`src/hdl/gwwb_pkg.sv`:
```
// Shared types and constants for the greedy word-wrap break finder.
package gwwb_pkg;

  // Fixed field widths of the input and result requests.
  localparam int unsigned CODE_W   = 21;
  localparam int unsigned LEN_W    = 3;
  localparam int unsigned WIDTH_W  = 16;
  localparam int unsigned OUT_OFF_W = 16;
  localparam int unsigned REASON_W = 2;

  // Character codes that get special treatment.
  localparam logic [CODE_W-1:0] CP_NUL      = 21'h000000;
  localparam logic [CODE_W-1:0] CP_TAB      = 21'h000009;
  localparam logic [CODE_W-1:0] CP_NEWLINE  = 21'h00000A;
  localparam logic [CODE_W-1:0] CP_CR       = 21'h00000D;
  localparam logic [CODE_W-1:0] CP_SPACE    = 21'h000020;
  localparam logic [CODE_W-1:0] CP_IDEO_SP  = 21'h003000;
  localparam logic [CODE_W-1:0] CP_QUOTE    = 21'h000022;
  localparam logic [CODE_W-1:0] CP_BANG     = 21'h000021;
  localparam logic [CODE_W-1:0] CP_COMMA    = 21'h00002C;
  localparam logic [CODE_W-1:0] CP_PERIOD   = 21'h00002E;
  localparam logic [CODE_W-1:0] CP_SEMI     = 21'h00003B;
  localparam logic [CODE_W-1:0] CP_QUESTION = 21'h00003F;

  // Why a line ended.
  localparam logic [REASON_W-1:0] REASON_END_OF_TEXT = 2'd0;
  localparam logic [REASON_W-1:0] REASON_WRAPPED     = 2'd1;
  localparam logic [REASON_W-1:0] REASON_NUL         = 2'd2;

  // Character class decided by the front end.
  typedef enum logic [2:0] {
    KIND_NUL     = 3'd0,
    KIND_NEWLINE = 3'd1,
    KIND_CR      = 3'd2,
    KIND_BLANK   = 3'd3,
    KIND_MARK    = 3'd4,
    KIND_CHAR    = 3'd5
  } kind_t;

  // One classified character as it waits for the back end.
  typedef struct packed {
    kind_t               kind;
    logic [LEN_W-1:0]    len;
    logic [WIDTH_W-1:0]  width;
    logic [WIDTH_W-1:0]  limit;
    logic                last;
  } item_t;

  // One line break result.
  typedef struct packed {
    logic [OUT_OFF_W-1:0] offset;
    logic [REASON_W-1:0]  reason;
  } result_t;

  // Status of a queue as seen by its neighbors.
  typedef struct packed {
    logic full;
    logic empty;
  } q_status_t;

endpackage

```
`src/hdl/gwwb_queue.sv`:
```
// Small first-in first-out queue of registers with a combinational head.
module gwwb_queue #(
  parameter int unsigned WIDTH = 8,
  parameter int unsigned DEPTH = 2
) (
  input  logic                clk,
  input  logic                rst_n,
  input  logic                wr_en,
  input  logic [WIDTH-1:0]    wr_data,
  input  logic                rd_en,
  output logic [WIDTH-1:0]    rd_data,
  output gwwb_pkg::q_status_t status
);

  localparam int unsigned PTR_W = (DEPTH > 1) ? $clog2(DEPTH) : 1;
  localparam int unsigned CNT_W = $clog2(DEPTH + 1);

  logic [WIDTH-1:0] mem_r [DEPTH];
  logic [PTR_W-1:0] wr_ptr_r, wr_ptr_nxt;
  logic [PTR_W-1:0] rd_ptr_r, rd_ptr_nxt;
  logic [CNT_W-1:0] count_r, count_nxt;
  logic             do_wr, do_rd;

  assign status.full  = (count_r == CNT_W'(DEPTH));
  assign status.empty = (count_r == '0);
  assign do_wr = wr_en && !status.full;
  assign do_rd = rd_en && !status.empty;
  assign rd_data = mem_r[rd_ptr_r];

  always_comb begin
    wr_ptr_nxt = wr_ptr_r;
    rd_ptr_nxt = rd_ptr_r;
    count_nxt  = count_r;
    if (do_wr) begin
      wr_ptr_nxt = (wr_ptr_r == PTR_W'(DEPTH - 1)) ? '0 : wr_ptr_r + 1'b1;
    end
    if (do_rd) begin
      rd_ptr_nxt = (rd_ptr_r == PTR_W'(DEPTH - 1)) ? '0 : rd_ptr_r + 1'b1;
    end
    if (do_wr && !do_rd) begin
      count_nxt = count_r + 1'b1;
    end else if (do_rd && !do_wr) begin
      count_nxt = count_r - 1'b1;
    end
  end

  always_ff @(posedge clk) begin
    if (!rst_n) begin
      wr_ptr_r <= '0;
      rd_ptr_r <= '0;
      count_r  <= '0;
    end else begin
      wr_ptr_r <= wr_ptr_nxt;
      rd_ptr_r <= rd_ptr_nxt;
      count_r  <= count_nxt;
    end
  end

  always_ff @(posedge clk) begin
    if (do_wr) begin
      mem_r[wr_ptr_r] <= wr_data;
    end
  end

endmodule

```
`src/hdl/gwwb_front.sv`:
```
// Front end: accepts characters and sorts them into classes for the back end.
module gwwb_front (
  input  logic                                push,
  input  logic                                q_full,
  input  logic [gwwb_pkg::CODE_W-1:0]         code_point,
  input  logic [gwwb_pkg::LEN_W-1:0]          byte_length,
  input  logic [gwwb_pkg::WIDTH_W-1:0]        adv_width,
  input  logic [gwwb_pkg::WIDTH_W-1:0]        wrap_limit,
  input  logic                                last_char,
  output logic                                q_wr,
  output gwwb_pkg::item_t                     item
);

  logic is_blank;
  logic is_mark;

  assign q_wr = push && !q_full;

  assign is_blank = (code_point == gwwb_pkg::CP_SPACE) ||
                    (code_point == gwwb_pkg::CP_TAB) ||
                    (code_point == gwwb_pkg::CP_IDEO_SP);

  assign is_mark = (code_point == gwwb_pkg::CP_PERIOD) ||
                   (code_point == gwwb_pkg::CP_COMMA) ||
                   (code_point == gwwb_pkg::CP_SEMI) ||
                   (code_point == gwwb_pkg::CP_BANG) ||
                   (code_point == gwwb_pkg::CP_QUESTION) ||
                   (code_point == gwwb_pkg::CP_QUOTE);

  always_comb begin
    if (code_point == gwwb_pkg::CP_NUL) begin
      item.kind = gwwb_pkg::KIND_NUL;
    end else if (code_point == gwwb_pkg::CP_NEWLINE) begin
      item.kind = gwwb_pkg::KIND_NEWLINE;
    end else if (code_point == gwwb_pkg::CP_CR) begin
      item.kind = gwwb_pkg::KIND_CR;
    end else if (is_blank) begin
      item.kind = gwwb_pkg::KIND_BLANK;
    end else if (is_mark) begin
      item.kind = gwwb_pkg::KIND_MARK;
    end else begin
      item.kind = gwwb_pkg::KIND_CHAR;
    end
    // A zero length still moves the position by one byte.
    item.len   = (byte_length == '0) ? gwwb_pkg::LEN_W'(1) : byte_length;
    item.width = adv_width;
    item.limit = wrap_limit;
    item.last  = last_char;
  end

endmodule

```
`src/hdl/gwwb_back.sv`:
```
// Back end: keeps the width sums and positions and decides where lines break.
module gwwb_back #(
  parameter int unsigned OFFSET_BITS = 16,
  parameter int unsigned ACCUM_BITS  = 20
) (
  input  logic              clk,
  input  logic              rst_n,
  input  logic              go,
  input  gwwb_pkg::item_t   item,
  output logic              emit,
  output gwwb_pkg::result_t result
);

  logic [ACCUM_BITS-1:0]  line_r, line_nxt;
  logic [ACCUM_BITS-1:0]  word_r, word_nxt;
  logic [ACCUM_BITS-1:0]  blank_r, blank_nxt;
  logic [OFFSET_BITS-1:0] word_stop_r, word_stop_nxt;
  logic [OFFSET_BITS-1:0] prior_end_r, prior_end_nxt;
  logic                   prior_seen_r, prior_seen_nxt;
  logic                   in_word_r, in_word_nxt;
  logic [OFFSET_BITS-1:0] pos_r, pos_nxt;
  logic                   finished_r, finished_nxt;
  logic [gwwb_pkg::WIDTH_W-1:0] limit_r, limit_nxt;

  logic [OFFSET_BITS:0]   pos_sum;
  logic [OFFSET_BITS-1:0] here, next_pos, off;
  logic [ACCUM_BITS-1:0]  char_w, word_added;
  logic [ACCUM_BITS:0]    fit_sum;
  logic [ACCUM_BITS:0]    limit_ext;
  logic                   check;
  logic                   clear_all;
  logic [gwwb_pkg::REASON_W-1:0] reason;

  function automatic logic [ACCUM_BITS-1:0] sat_add(input logic [ACCUM_BITS-1:0] a,
                                                    input logic [ACCUM_BITS-1:0] b);
    logic [ACCUM_BITS:0] s;
    s = {1'b0, a} + {1'b0, b};
    return s[ACCUM_BITS] ? '1 : s[ACCUM_BITS-1:0];
  endfunction

  assign here     = pos_r;
  assign pos_sum  = {1'b0, pos_r} + (OFFSET_BITS + 1)'(item.len);
  assign next_pos = pos_sum[OFFSET_BITS] ? '1 : pos_sum[OFFSET_BITS-1:0];
  assign char_w   = ACCUM_BITS'(item.width);
  assign word_added = sat_add(word_r, char_w);

  always_comb begin
    line_nxt       = line_r;
    word_nxt       = word_r;
    blank_nxt      = blank_r;
    word_stop_nxt  = word_stop_r;
    prior_end_nxt  = prior_end_r;
    prior_seen_nxt = prior_seen_r;
    in_word_nxt    = in_word_r;
    pos_nxt        = pos_r;
    finished_nxt   = finished_r;
    limit_nxt      = limit_r;
    emit           = 1'b0;
    off            = '0;
    reason         = gwwb_pkg::REASON_END_OF_TEXT;
    check          = 1'b0;
    clear_all      = 1'b0;
    fit_sum        = '0;
    limit_ext      = '0;

    if (finished_r) begin
      clear_all = item.last;
    end else begin
      // The first character of a run carries the wrap limit.
      if (pos_r == '0) begin
        limit_nxt = item.limit;
      end
      case (item.kind)
        gwwb_pkg::KIND_NUL: begin
          emit   = 1'b1;
          off    = here;
          reason = gwwb_pkg::REASON_NUL;
        end
        gwwb_pkg::KIND_NEWLINE: begin
          line_nxt    = '0;
          word_nxt    = '0;
          blank_nxt   = '0;
          in_word_nxt = 1'b1;
        end
        gwwb_pkg::KIND_CR: begin
        end
        gwwb_pkg::KIND_BLANK: begin
          check = 1'b1;
          if (in_word_r) begin
            // A blank after a word closes the word and commits the earlier blanks.
            line_nxt      = sat_add(line_r, blank_r);
            word_stop_nxt = here;
            blank_nxt     = sat_add('0, char_w);
          end else begin
            blank_nxt = sat_add(blank_r, char_w);
          end
          in_word_nxt = 1'b0;
        end
        gwwb_pkg::KIND_MARK, gwwb_pkg::KIND_CHAR: begin
          check = 1'b1;
          if (in_word_r) begin
            word_nxt      = word_added;
            word_stop_nxt = next_pos;
          end else begin
            // A new word starts: the previous word and its blanks join the line.
            prior_end_nxt  = word_stop_r;
            prior_seen_nxt = 1'b1;
            line_nxt       = sat_add(line_r, sat_add(word_added, blank_r));
            word_nxt       = '0;
            blank_nxt      = '0;
          end
          in_word_nxt = (item.kind == gwwb_pkg::KIND_CHAR);
        end
        default: begin
        end
      endcase

      if (check) begin
        fit_sum   = {1'b0, line_nxt} + {1'b0, word_nxt};
        limit_ext = (ACCUM_BITS + 1)'(limit_nxt);
        if (fit_sum > limit_ext) begin
          emit   = 1'b1;
          reason = gwwb_pkg::REASON_WRAPPED;
          off    = here;
          // A word narrower than the limit goes whole to the next line.
          if ({1'b0, word_nxt} < limit_ext) begin
            off = prior_seen_nxt ? prior_end_nxt : word_stop_nxt;
          end
        end
      end

      pos_nxt = next_pos;
      if (!emit && item.last) begin
        emit   = 1'b1;
        off    = next_pos;
        reason = gwwb_pkg::REASON_END_OF_TEXT;
      end
      if (emit) begin
        if (item.last) begin
          clear_all = 1'b1;
        end else begin
          finished_nxt = 1'b1;
        end
      end
    end

    result.offset = gwwb_pkg::OUT_OFF_W'(off);
    result.reason = reason;
  end

  always_ff @(posedge clk) begin
    if (!rst_n || (go && clear_all)) begin
      line_r       <= '0;
      word_r       <= '0;
      blank_r      <= '0;
      word_stop_r  <= '0;
      prior_end_r  <= '0;
      prior_seen_r <= 1'b0;
      in_word_r    <= 1'b1;
      pos_r        <= '0;
      finished_r   <= 1'b0;
      limit_r      <= '0;
    end else if (go) begin
      line_r       <= line_nxt;
      word_r       <= word_nxt;
      blank_r      <= blank_nxt;
      word_stop_r  <= word_stop_nxt;
      prior_end_r  <= prior_end_nxt;
      prior_seen_r <= prior_seen_nxt;
      in_word_r    <= in_word_nxt;
      pos_r        <= pos_nxt;
      finished_r   <= finished_nxt;
      limit_r      <= limit_nxt;
    end
  end

endmodule

```
`src/hdl/greedy_word_wrap_break.sv`:
```
// Top level of the greedy word-wrap break finder.
//
// Usage: decoded characters of one text run enter as requests on the input
// queue interface (push/full). Each request carries the code point, its UTF-8
// byte length, its advance width and the wrap limit (taken from the first
// character of a run), plus a flag on the last character. Break results leave
// through the result queue interface (empty/pop): while empty is low the
// oldest result stands on out_break_offset and out_end_reason, and pop takes it.
// At most one result comes from each character.
// The character queue registers each accepted character; the break logic then
// passes it on, and any result it causes is registered in the result queue,
// where it becomes visible. The back end takes one character per cycle while
// the result queue has room, and updates the width sums as it takes each one.
// Both queues hold two requests.
// When the receiver stalls, the result queue fills, the back end stops
// draining the character queue, and full rises once that queue is full too;
// nothing is lost. A synchronous reset (rst_n low) empties both queues and
// returns all sums and positions to the start of a new run.
module greedy_word_wrap_break #(
  parameter int unsigned OFFSET_BITS = 16,
  parameter int unsigned ACCUM_BITS  = 20
) (
  input  logic                                 clk,
  input  logic                                 rst_n,
  input  logic                                 push,
  output logic                                 full,
  input  logic [gwwb_pkg::CODE_W-1:0]          in_code_point,
  input  logic [gwwb_pkg::LEN_W-1:0]           in_byte_length,
  input  logic [gwwb_pkg::WIDTH_W-1:0]         in_adv_width,
  input  logic [gwwb_pkg::WIDTH_W-1:0]         in_wrap_limit,
  input  logic                                 in_last_char,
  output logic                                 empty,
  input  logic                                 pop,
  output logic [gwwb_pkg::OUT_OFF_W-1:0]       out_break_offset,
  output logic [gwwb_pkg::REASON_W-1:0]        out_end_reason
);

  localparam int unsigned QUEUE_DEPTH = 2;
  localparam int unsigned ITEM_W      = $bits(gwwb_pkg::item_t);
  localparam int unsigned RESULT_W    = $bits(gwwb_pkg::result_t);

  gwwb_pkg::item_t     front_item;
  gwwb_pkg::item_t     head_item;
  gwwb_pkg::result_t   back_result;
  gwwb_pkg::result_t   out_result;
  gwwb_pkg::q_status_t item_q;
  gwwb_pkg::q_status_t result_q;
  logic                item_wr;
  logic                back_go;
  logic                back_emit;

  gwwb_front u_front (
    .push        (push),
    .q_full      (item_q.full),
    .code_point  (in_code_point),
    .byte_length (in_byte_length),
    .adv_width   (in_adv_width),
    .wrap_limit  (in_wrap_limit),
    .last_char   (in_last_char),
    .q_wr        (item_wr),
    .item        (front_item)
  );

  gwwb_queue #(
    .WIDTH (ITEM_W),
    .DEPTH (QUEUE_DEPTH)
  ) u_item_queue (
    .clk     (clk),
    .rst_n   (rst_n),
    .wr_en   (item_wr),
    .wr_data (front_item),
    .rd_en   (back_go),
    .rd_data (head_item),
    .status  (item_q)
  );

  // The back end takes a character only when any result it makes has room.
  assign back_go = !item_q.empty && !result_q.full;

  gwwb_back #(
    .OFFSET_BITS (OFFSET_BITS),
    .ACCUM_BITS  (ACCUM_BITS)
  ) u_back (
    .clk    (clk),
    .rst_n  (rst_n),
    .go     (back_go),
    .item   (head_item),
    .emit   (back_emit),
    .result (back_result)
  );

  gwwb_queue #(
    .WIDTH (RESULT_W),
    .DEPTH (QUEUE_DEPTH)
  ) u_result_queue (
    .clk     (clk),
    .rst_n   (rst_n),
    .wr_en   (back_go && back_emit),
    .wr_data (back_result),
    .rd_en   (pop),
    .rd_data (out_result),
    .status  (result_q)
  );

  assign full             = item_q.full;
  assign empty            = result_q.empty;
  assign out_break_offset = out_result.offset;
  assign out_end_reason   = out_result.reason;

endmodule
```
`config.mk`:
```
export PLATFORM = sky130hd
export DESIGN_NAME = greedy_word_wrap_break
export DESIGN_NICKNAME = d
export VERILOG_FILES = /design/src/hdl/gwwb_pkg.sv /design/src/hdl/gwwb_queue.sv /design/src/hdl/gwwb_front.sv /design/src/hdl/gwwb_back.sv /design/src/hdl/greedy_word_wrap_break.sv
export SDC_FILE = /design/constraint.sdc
export NUM_CORES = 1
export LEC_CHECK = 0
export BUFFER_PORTS_ARGS = -buffer_cell sky130_fd_sc_hd__buf_2
export CORE_UTILIZATION = 63
export CTS_BUF_LIST = sky130_fd_sc_hd__clkbuf_16
export CTS_CLUSTER_DIAMETER = 200
export DETAILED_ROUTE_END_ITERATION = 7
export GPL_ROUTABILITY_DRIVEN = 1
export PLACE_DENSITY = 0.83
export SYNTH_ARGS = -nofsm -noshare
export SYNTH_HDL_FRONTEND = slang
export SYNTH_SLANG_ARGS = --single-unit
```
`constraint.sdc`:
```
create_clock -name clk -period 16.59 [get_ports clk]
set_input_delay 1.659 -clock clk [delete_from_list [all_inputs] [get_ports clk]]
set_output_delay 1.659 -clock clk [all_outputs]
set_load 0.01 [all_outputs]
```
## Word-level counts from Yosys, hierarchy flattened

Memory sizes are Yosys's and may differ from the RTL's. A register that Yosys moved wholly into a read port is not among the register bits.
Index checks and enable logic that the tools add are counted.

- Register bits after elaboration: 135
- RAM bits: 114
- Bits of input ports: 61
- Output and inout port bits: 20
- Logic and storage cells: 175
- Memories kept: 2

- Add/subtract/negate cells: 15
- Order comparisons: 2
- Equality and inequality tests: 18
- Muxes and demuxes: 76
- Bitwise operators: 1
- Reduce and logical (&&, ||, !) cells: 45

Memory list:

| name | depth | width | rd ports | clocked after memory_dff | wr ports | RTL line | RTL |
|---|---|---|---|---|---|---|---|
| u_item_queue.mem_r | 2 | 39 | 1 | 1 | 1 | gwwb_queue.sv:18 | `logic [WIDTH-1:0] mem_r [DEPTH];` |
| u_result_queue.mem_r | 2 | 18 | 1 | 1 | 1 | gwwb_queue.sv:18 |  |

Operator list:

| kind | number |
|---|---|
| two-way mux 20 bit | 12 |
| two-way mux 16 bit | 14 |
| == test 21 x 6 -> 1 bit, second input constant | 7 |
| case mux 20 bit (3 select lines) | 2 |
| adder 20 x 20 -> 21 bit | 4 |
| == test 21 x 4 -> 1 bit, second input constant | 3 |
| adder 20 x 16 -> 21 bit | 2 |
| case mux 20 bit (2 select lines) | 1 |
| case mux 16 bit (2 select lines) | 1 |
| two-way mux 1 bit | 31 |
| == test 21 x 14 -> 1 bit, second input constant | 1 |
| greater-than comparator 21 x 16 -> 1 bit | 1 |
| zero test 21 bit | 1 |
| less-than comparator 20 x 16 -> 1 bit | 1 |
| two-way mux 2 bit | 9 |
| adder 16 x 3 -> 17 bit | 1 |
| zero test 16 bit | 1 |
| two-way mux 3 bit | 5 |
| logical AND 1 bit | 13 |
| zero test 1 bit | 10 |
| logical OR 1 bit | 8 |
| == test 3 bit, second input constant | 2 |
| zero test 3 bit | 2 |
| adder 1 bit, second input constant | 4 |
| other kinds (16) | 21 |

## Longest topological paths before layout

Gate-level depths: netlist of run 1.

- Depth in word-level cells: 25
- Gate-level depth with buffers: 68
- Depth with buffers taken out: 65

## Modules after synthesis

A second synthesis of run 1 with hierarchy kept.

- Cell total of the unflattened synthesis: 2136
- Area total of the unflattened synthesis: 18293.8 um^2

By module, submodules not included:

| module | times used | cells each | area an instance (um^2) |
|---|---|---|---|
| gwwb_back | 1 | 1836 | 13206.4 |
| gwwb_queue (u_item_queue) | 1 | 146 | 3041.7 |
| gwwb_queue (u_result_queue) | 1 | 81 | 1530.2 |
| gwwb_front | 1 | 71 | 499.2 |
| greedy_word_wrap_break | 1 | 2 | 16.3 |

## Worst setup path before layout of run 1

Ideal clock, no wire load.

- Path kind: reg2reg
- From: reg with a tool-made name
- To: reg u_result_queue.count_r[1]
- Setup time: 76 ps
- Arrival time: 13455 ps
- Required time: 16514 ps
- Path slack: 3059 ps
- Stages on the path, launching flop included: 65
- Clock period less this slack: 13531 ps
- Cells stage by stage: dfxtp_1 buf_4 clkbuf_1 buf_1 mux2_2 ha_1 fa_1 a211oi_1 o211ai_2 nand3_1 nand3_1 nand4_1 clkbuf_1 nand2_1 ha_1 nor2b_1 o21ai_0 a21boi_0 [... 29 more ...] o21ai_0 a31o_2 and3_1 nor2_1 xnor2_1 ha_1 a211o_1 nor2b_1 nor2_1 nor2_1 nor2_1 a211oi_1 mux2i_2 a2111oi_0 a211oi_2 ha_1 or3_1 a21boi_0

RTL lines:

| element | RTL line | RTL |
|---|---|---|
| end signal: assignment | gwwb_queue.sv:55 | `count_r <= count_nxt;` |
| end: declaration | gwwb_queue.sv:21 | `logic [CNT_W-1:0] count_r, count_nxt;` |

==> impl_metrics.ini, run 1 <==
[global_routing]
antenna_found_initial = 1
grt_pass1_wl_mm = 80.4
gr-total-overflow = 0
grt_max_degree = 99
grt_use_total_pct = 35.0
grt_pass1_vias = 15200

[place]
globalplace.congestion = 0.999
io_buffers = 80
place_hpwl_mm = 37.5

[logic_synthesis]
syn_inst = 2084
synth_edf_count = 114
synth_fa_ha_area_share_pct = 11.2
yosys.area_share.xor_xnor_pct = 4.47
synthArstFlopShare_pct = 0
yosys_warnings = 0
synth_fp_nets = 2302
muxShareOfSynthArea_pct = 4.03
synth_top_family_by_area = compound AO/OA/AOI/OAI gates
ys_seq_area_share_pct = 34.2
ys_types = 92
synthSimpleGateAreaFrac_pct = 17.1
synth_compound_area_share_pct = 25.4
synthesis.area_sq_um = 18000
ys_seq_elements = 251
synth_flop_cell = dfxtp_1
avgSynthCellArea_sq_um = 8.65

[routing]
drt-initial-drc-count = 2032
wl_per_cell_um = 20.3
ant_nets = 0
drcViolationCount = 0
dr.pass1.iters = 6
drt-total-wl_mm = 50.8
via_per_inst = 6.55
vias = 16400

[cts]
cts_sinks = 251
cts_hold_buf = 0
cts_resized = 0
htree_levels = 1
clockRootBuffer = clkbuf_16
cts_buffers = 28
clk_pin_slew_ns = 0.07
cts_tree = done
cts_max_path_buffers = 3
post_cts_buffers = 0
clk-insertion-delay-late_ns = 0.56

[worst_hold_path]
hold_class = flip-flop to flip-flop

[timing]
fin_setup_tns_ns = 0
rsz0062_at_grt = no
final-setup-viol-count = 0
slew_viol_final = 0
finalHoldViolations = 0
slew_headroom_pct = 16.8
period_minus_slack_ns = 15.09
finalCritPeriodShare_pct = 91.0
skew_ns = 0.0160
fmax_mhz = 66.3
worstMarginPinSlew_ns = 1.25

[setup_path]
critPathMostFrequentCell = o21ai_0
crit_path_top_delay_cell = nand2_2
crit_path_max_fanout = 41
critical_path.max_stage_delay_ns = 0.60
crit_required_ns = 16.96
worstSetupPathType = flip-flop to flip-flop
end_kind = flip-flop
cp.arrival_ns = 15.46
startpoint_type = flip-flop

[finish]
final_net_count = 2327
drive_above_1_share_pct = 11.9
n_fill_cell = 2215
syn2layout_area_growth_pct = 8.48

[floorplan]
die_w_um = 171
io_pins = 81
core_sq_um = 27900
die-height_um = 171
fp-row-count = 61
die_area_sq_um = 29300
initial_core_util_pct = 64.5

[outcome]
status = completed

[job]
max_cap_violations = 0
-- through the flow --
| step | utilization, % | std cells | setup WS (ns) | area, sq um | hold slack (ns) |
|---|---|---|---|---|---|
| 3_3_place_gp | 66.7 | 2457 | 2.36 | 18600 | 0.442 |
| 6_report | 70.0 | 2510 | 1.50 | 19600 | 0.456 |
| 3_5_place_dp | 66.7 | 2457 | 1.87 | 18600 | 0.448 |
| 5_1_grt | 70.0 | 2509 | 0.261 | 19600 | 0.469 |
| 4_1_cts | 70.0 | 2509 | 1.75 | 19600 | 0.457 |
| 2_1_floorplan | - | 2084 | 3.06 | 18000 | 0.436 |
-- worst max-delay path: cells and delay by family, from the launching register on --
family | cells | cell delay (ns)
mux | 2 | 0.70
xor+xnor | 1 | 0.15
buf+inv | 5 | 1.10
flops | 1 | 0.42
simple gates | 16 | 2.82
fa+ha+maj | 7 | 2.13
compound gates | 32 | 7.53
-- routing by layer --
metal,wire length [um],global-route usage [%],vias up
met4,1840,11.9,0
met2,22300,54.3,872
met3,5660,8.37,158
li1,-,-,7721
met5,0,0,-
met1,21100,47.7,7679
-- cells in the mapped netlist (7+ instances only) --
| cell type | number | area share, % |
|---|---|---|
| nand4_1 | 16 | 0.56 |
| xnor2_1 | 57 | 2.8 |
| or2_2 | 9 | 0.31 |
| nand3_1 | 29 | 0.81 |
| inv_1 | 56 | 1.2 |
| clkbuf_1 | 79 | 1.6 |
| mux2i_1 | 27 | 1.5 |
| buf_1 | 9 | 0.19 |
| a211oi_2 | 16 | 1.1 |
| and3_1 | 11 | 0.38 |
| dfxtp_1 | 137 | 15 |
| a21boi_0 | 15 | 0.62 |
| a21o_1 | 48 | 2.0 |
| o21ai_0 | 139 | 3.9 |
| buf_2 | 7 | 0.19 |
| ha_1 | 150 | 10 |
| nand2b_1 | 26 | 0.90 |
| a221oi_2 | 10 | 0.83 |
| a31oi_1 | 14 | 0.49 |
| mux2_2 | 38 | 2.4 |
| edfxtp_1 | 114 | 19 |
| a22oi_1 | 16 | 0.67 |
| and2_1 | 17 | 0.59 |
| nor2b_1 | 17 | 0.59 |
| o21ai_1 | 9 | 0.25 |
| o211ai_1 | 18 | 0.75 |
| xor2_1 | 35 | 1.7 |
| a22o_1 | 22 | 1.1 |
| nor4_1 | 11 | 0.38 |
| nor3_1 | 42 | 1.2 |
| or3_1 | 9 | 0.31 |
| a211oi_1 | 49 | 2.0 |
| nand2_1 | 202 | 4.2 |
| nor2_1 | 270 | 5.6 |
| fa_1 | 7 | 0.78 |
| a221oi_1 | 9 | 0.44 |
| o21a_1 | 33 | 1.4 |
| o21bai_1 | 14 | 0.58 |
| a21oi_1 | 180 | 5.0 |
-- flip-flops by register name, indices dropped and copies added, names as in the netlist, 2 cells and up, named ones only --
name and flops:
u_result_queue.mem_r 36, u_back.here 16, u_back.prior_end_r 16, u_back.limit_r 16, u_back.blank_r 20, u_back.line_r 20
u_result_queue.count_r 2, u_back.word_stop_r 16, u_item_queue.mem_r 78, u_back.word_r 20, u_item_queue.count_r 2
-- logic make-up (layout without fill, tap and decap cells) --
group | count (synthesis) | in the layout
adder cells (fa/ha/maj) | 157 | 157
buffers and inverters | 159 | 206
flip-flops | 251 | 251
other | 0 | 1
XOR/XNOR | 92 | 92
multiplexers | 67 | 67
AO/OA/AOI/OAI | 672 | 672
AND/OR/NAND/NOR | 686 | 686
-- cell usage in the layout (no fill, tap or decap), types with 10 or more instances in the layout --
master     count
a211oi_1      49
a211oi_2      16
a21boi_0      15
a21o_1        48
a21oi_1      180
a221oi_2      10
a22o_1        22
a22oi_1       16
a31oi_1       14
and2_1        17
and3_1        10
buf_2         80
buf_4         17
clkbuf_16     29
dfxtp_1      135
edfxtp_1     114
ha_1         150
inv_1         62
mux2_2        38
mux2i_1       27
nand2_1      202
nand2b_1      25
nand3_1       29
nand4_1       16
nor2_1       268
nor2b_1       17
nor3_1        42
nor4_1        11
o211ai_1      18
o21a_1        33
o21ai_0      139
o21bai_1      14
xnor2_1       57
xor2_1        35
-- path summary, 6_finish.rpt --
| kind | start | end | slack (ns) | cells past startpoint |
|---|---|---|---|---|
| worst min register to register | u_back.prior_end_r[12]$_SDFFE_PP0P_ | u_back.prior_end_r[12]$_SDFFE_PP0P_ | 0.46 | 2 |
| worst max register to register | flip-flop | u_result_queue.mem_r[1][17]$_DFFE_PP_ | 1.50 | 63 |
| worst min-delay path | u_back.prior_end_r[12]$_SDFFE_PP0P_ | u_back.prior_end_r[12]$_SDFFE_PP0P_ | 0.46 | 2 |
| worst max-delay path | flip-flop | u_result_queue.mem_r[1][17]$_DFFE_PP_ | 1.50 | 63 |
-- cell type report --
type                       count  area [sq um]  share of cell area, %
timing repair buffer          97           528                   2.70
antenna                        1          2.50                 0.0128
tap                          378           473                   2.42
clock inverter                23           199                   1.02
inverter                      57           214                   1.09
multi-input combinational   1674         11200                   57.5
sequential                   251          6170                   31.5
clock buffer                  29           726                   3.71
Power of run 1 is not shown: default switching activity piles up to over one toggle a cycle in this logic, so the estimate is an artifact.
==> run 2, diff against run 1 <==
- GPL_TIMING_DRIVEN: not set -> 0
==> run 2 against run 1 <==
Routed wire length is 9.3% higher. Sequential share of layout area decreased by 0.62 points. Design area is 2.0% higher. Critical path depth shrank 3. Critical path type unchanged. Global-route usage is 2.8 points higher. Flip-flop and latch count is the same. Via count grew 2.2%. Critical endpoint is now u_result_queue.mem_r[0][15]$_DFFE_PP_. Highest routed layer unchanged.
==> impl_metrics.ini, run 2 (synthesis results as in run 1) <==
[finish]
regMostFlops = u_item_queue.mem_r
postLayoutCellArea_sq_um = 19900
final_cell_mix = 269 x nor2_1, 202 x nand2_1, 179 x a21oi_1, 150 x ha_1, 137 x dfxtp_1
top_regs = u_item_queue.mem_r x78, u_result_queue.mem_r x36
mostFrequentLayoutCell = nor2_1
largest_register_ffs = 78
antennaDiodeCount = 0
drive_above_1_share_pct = 11.6
final_net_count = 2410
syn2layout_area_growth_pct = 10.6

[routing]
drcViolationCount = 0
drt-total-wl_mm = 55.6
via_per_inst = 6.48
wl_per_cell_um = 21.4
ant_nets = 0
vias = 16800
dr.pass1.iters = 5
drt-initial-drc-count = 1873

[timing]
fmax_mhz = 64.0
finalCritPeriodShare_pct = 94.1
period_minus_slack_ns = 15.61
slew_headroom_pct = 35.3
worstMarginPinSlew_ns = 0.964
finalHoldViolations = 0
final-setup-viol-count = 0
slew_viol_final = 0
skew_ns = 0.0346

[job]
max_cap_violations = 0

[global_routing]
antenna_found_initial = 0
grt_use_total_pct = 37.8
grt_pass1_vias = 15600
grt_max_degree = 39
gr-total-overflow = 0
grt_pass1_wl_mm = 85.2

[setup_path]
crit_path_top_delay_cell = and2_1
critPathMostFrequentCell = o21ai_0
reg2regPathDepth = 60
cp_top_family = compound AO/OA/AOI/OAI gates
rr_endpoint = u_result_queue.mem_r[0][15]$_DFFE_PP_
cp.depth = 60
worstSetupPathType = flip-flop to flip-flop
critical_path.max_stage_delay_ns = 0.76
end_kind = flip-flop
cp.arrival_ns = 15.80
endpoint = u_result_queue.mem_r[0][15]$_DFFE_PP_
crit_path_max_fanout = 28
startpoint_type = flip-flop
crit_required_ns = 16.78
crit_buf_inv = 3
r2r_slack_ns = 0.98

[place]
dpl-instance-area_sq_um = 18900
place_hpwl_mm = 42.4
io_buffers = 79
globalplace.congestion = 1.02

[floorplan]
core_sq_um = 27900
initial_core_util_pct = 64.5
die-height_um = 171
io_pins = 81
die_area_sq_um = 29300
fp-row-count = 61
die_w_um = 171

[cts]
post_cts_buffers = 0
clk-insertion-delay-late_ns = 0.57
cts_resized = 1
htree_levels = 1
cts_tree = done
cts_hold_buf = 0
clockRootBuffer = clkbuf_16
cts_max_path_buffers = 3
clk_pin_slew_ns = 0.07
cts_buffers = 27
cts_sinks = 251

[worst_hold_path]
hold_class = flip-flop to flip-flop
hold_depth = 2

[outcome]
status = completed
==> run 2: worst min-delay path, stage by stage (launching register included) <==
cell     delay [ns]
dfxtp_1        0.31
nand2_1        0.05
a21oi_1        0.05
==> run 2: worst min-delay path by stage <==
stage,from,to,slack [ns]
3_3_place_gp,u_back.prior_end_r[10]$_SDFFE_PP0P_,u_back.prior_end_r[10]$_SDFFE_PP0P_,0.44
6_report,u_back.prior_end_r[6]$_SDFFE_PP0P_,u_back.prior_end_r[6]$_SDFFE_PP0P_,0.46
5_1_grt,u_back.prior_end_r[12]$_SDFFE_PP0P_,u_back.prior_end_r[12]$_SDFFE_PP0P_,0.48
4_1_cts,u_back.prior_end_r[7]$_SDFFE_PP0P_,u_back.prior_end_r[7]$_SDFFE_PP0P_,0.46
2_1_floorplan,u_back.prior_end_r[0]$_SDFFE_PP0P_,u_back.prior_end_r[0]$_SDFFE_PP0P_,0.44
3_5_place_dp,u_back.prior_end_r[11]$_SDFFE_PP0P_,u_back.prior_end_r[11]$_SDFFE_PP0P_,0.45
==> run 2: per-stage QoR <==
stage / util (%) / setup slack, ns / hold WS [ns] / setup TNS [ns] / std cells
after floorplan: - / 3.06 / 0.436 / 0 / 2084
after global placement: 67.6 / -0.609 / 0.442 / -34.41 / 2541
after detailed placement: 67.8 / -0.885 / 0.448 / -53.63 / 2543
after CTS: 71.2 / 0.0381 / 0.457 / 0 / 2591
after global routing: 71.4 / -0.0231 / 0.478 / -0.0231 / 2591
final: 71.4 / 0.976 / 0.459 / 0 / 2591
==> run 2: per-layer routing <==
metal  up-vias  share of wire [%]  GRT usage [%]
met5         -                  0              0
met4         0                3.2           12.4
met1      8008                 43           51.6
met2       771                 44           59.2
met3       127                 10           8.49
li1       7883                  -              -
==> run 2: cell type report <==
type | count | area, sq um
sequential | 251 | 6170
clock inverter | 22 | 255
fill | 2218 | 8000
tap | 378 | 473
timing repair buffer | 81 | 435
inverter | 57 | 214
clock buffer | 28 | 701
multi-input combinational | 1674 | 11300
buffer | 100 | 440
Power of run 2 is left out for the same reason.
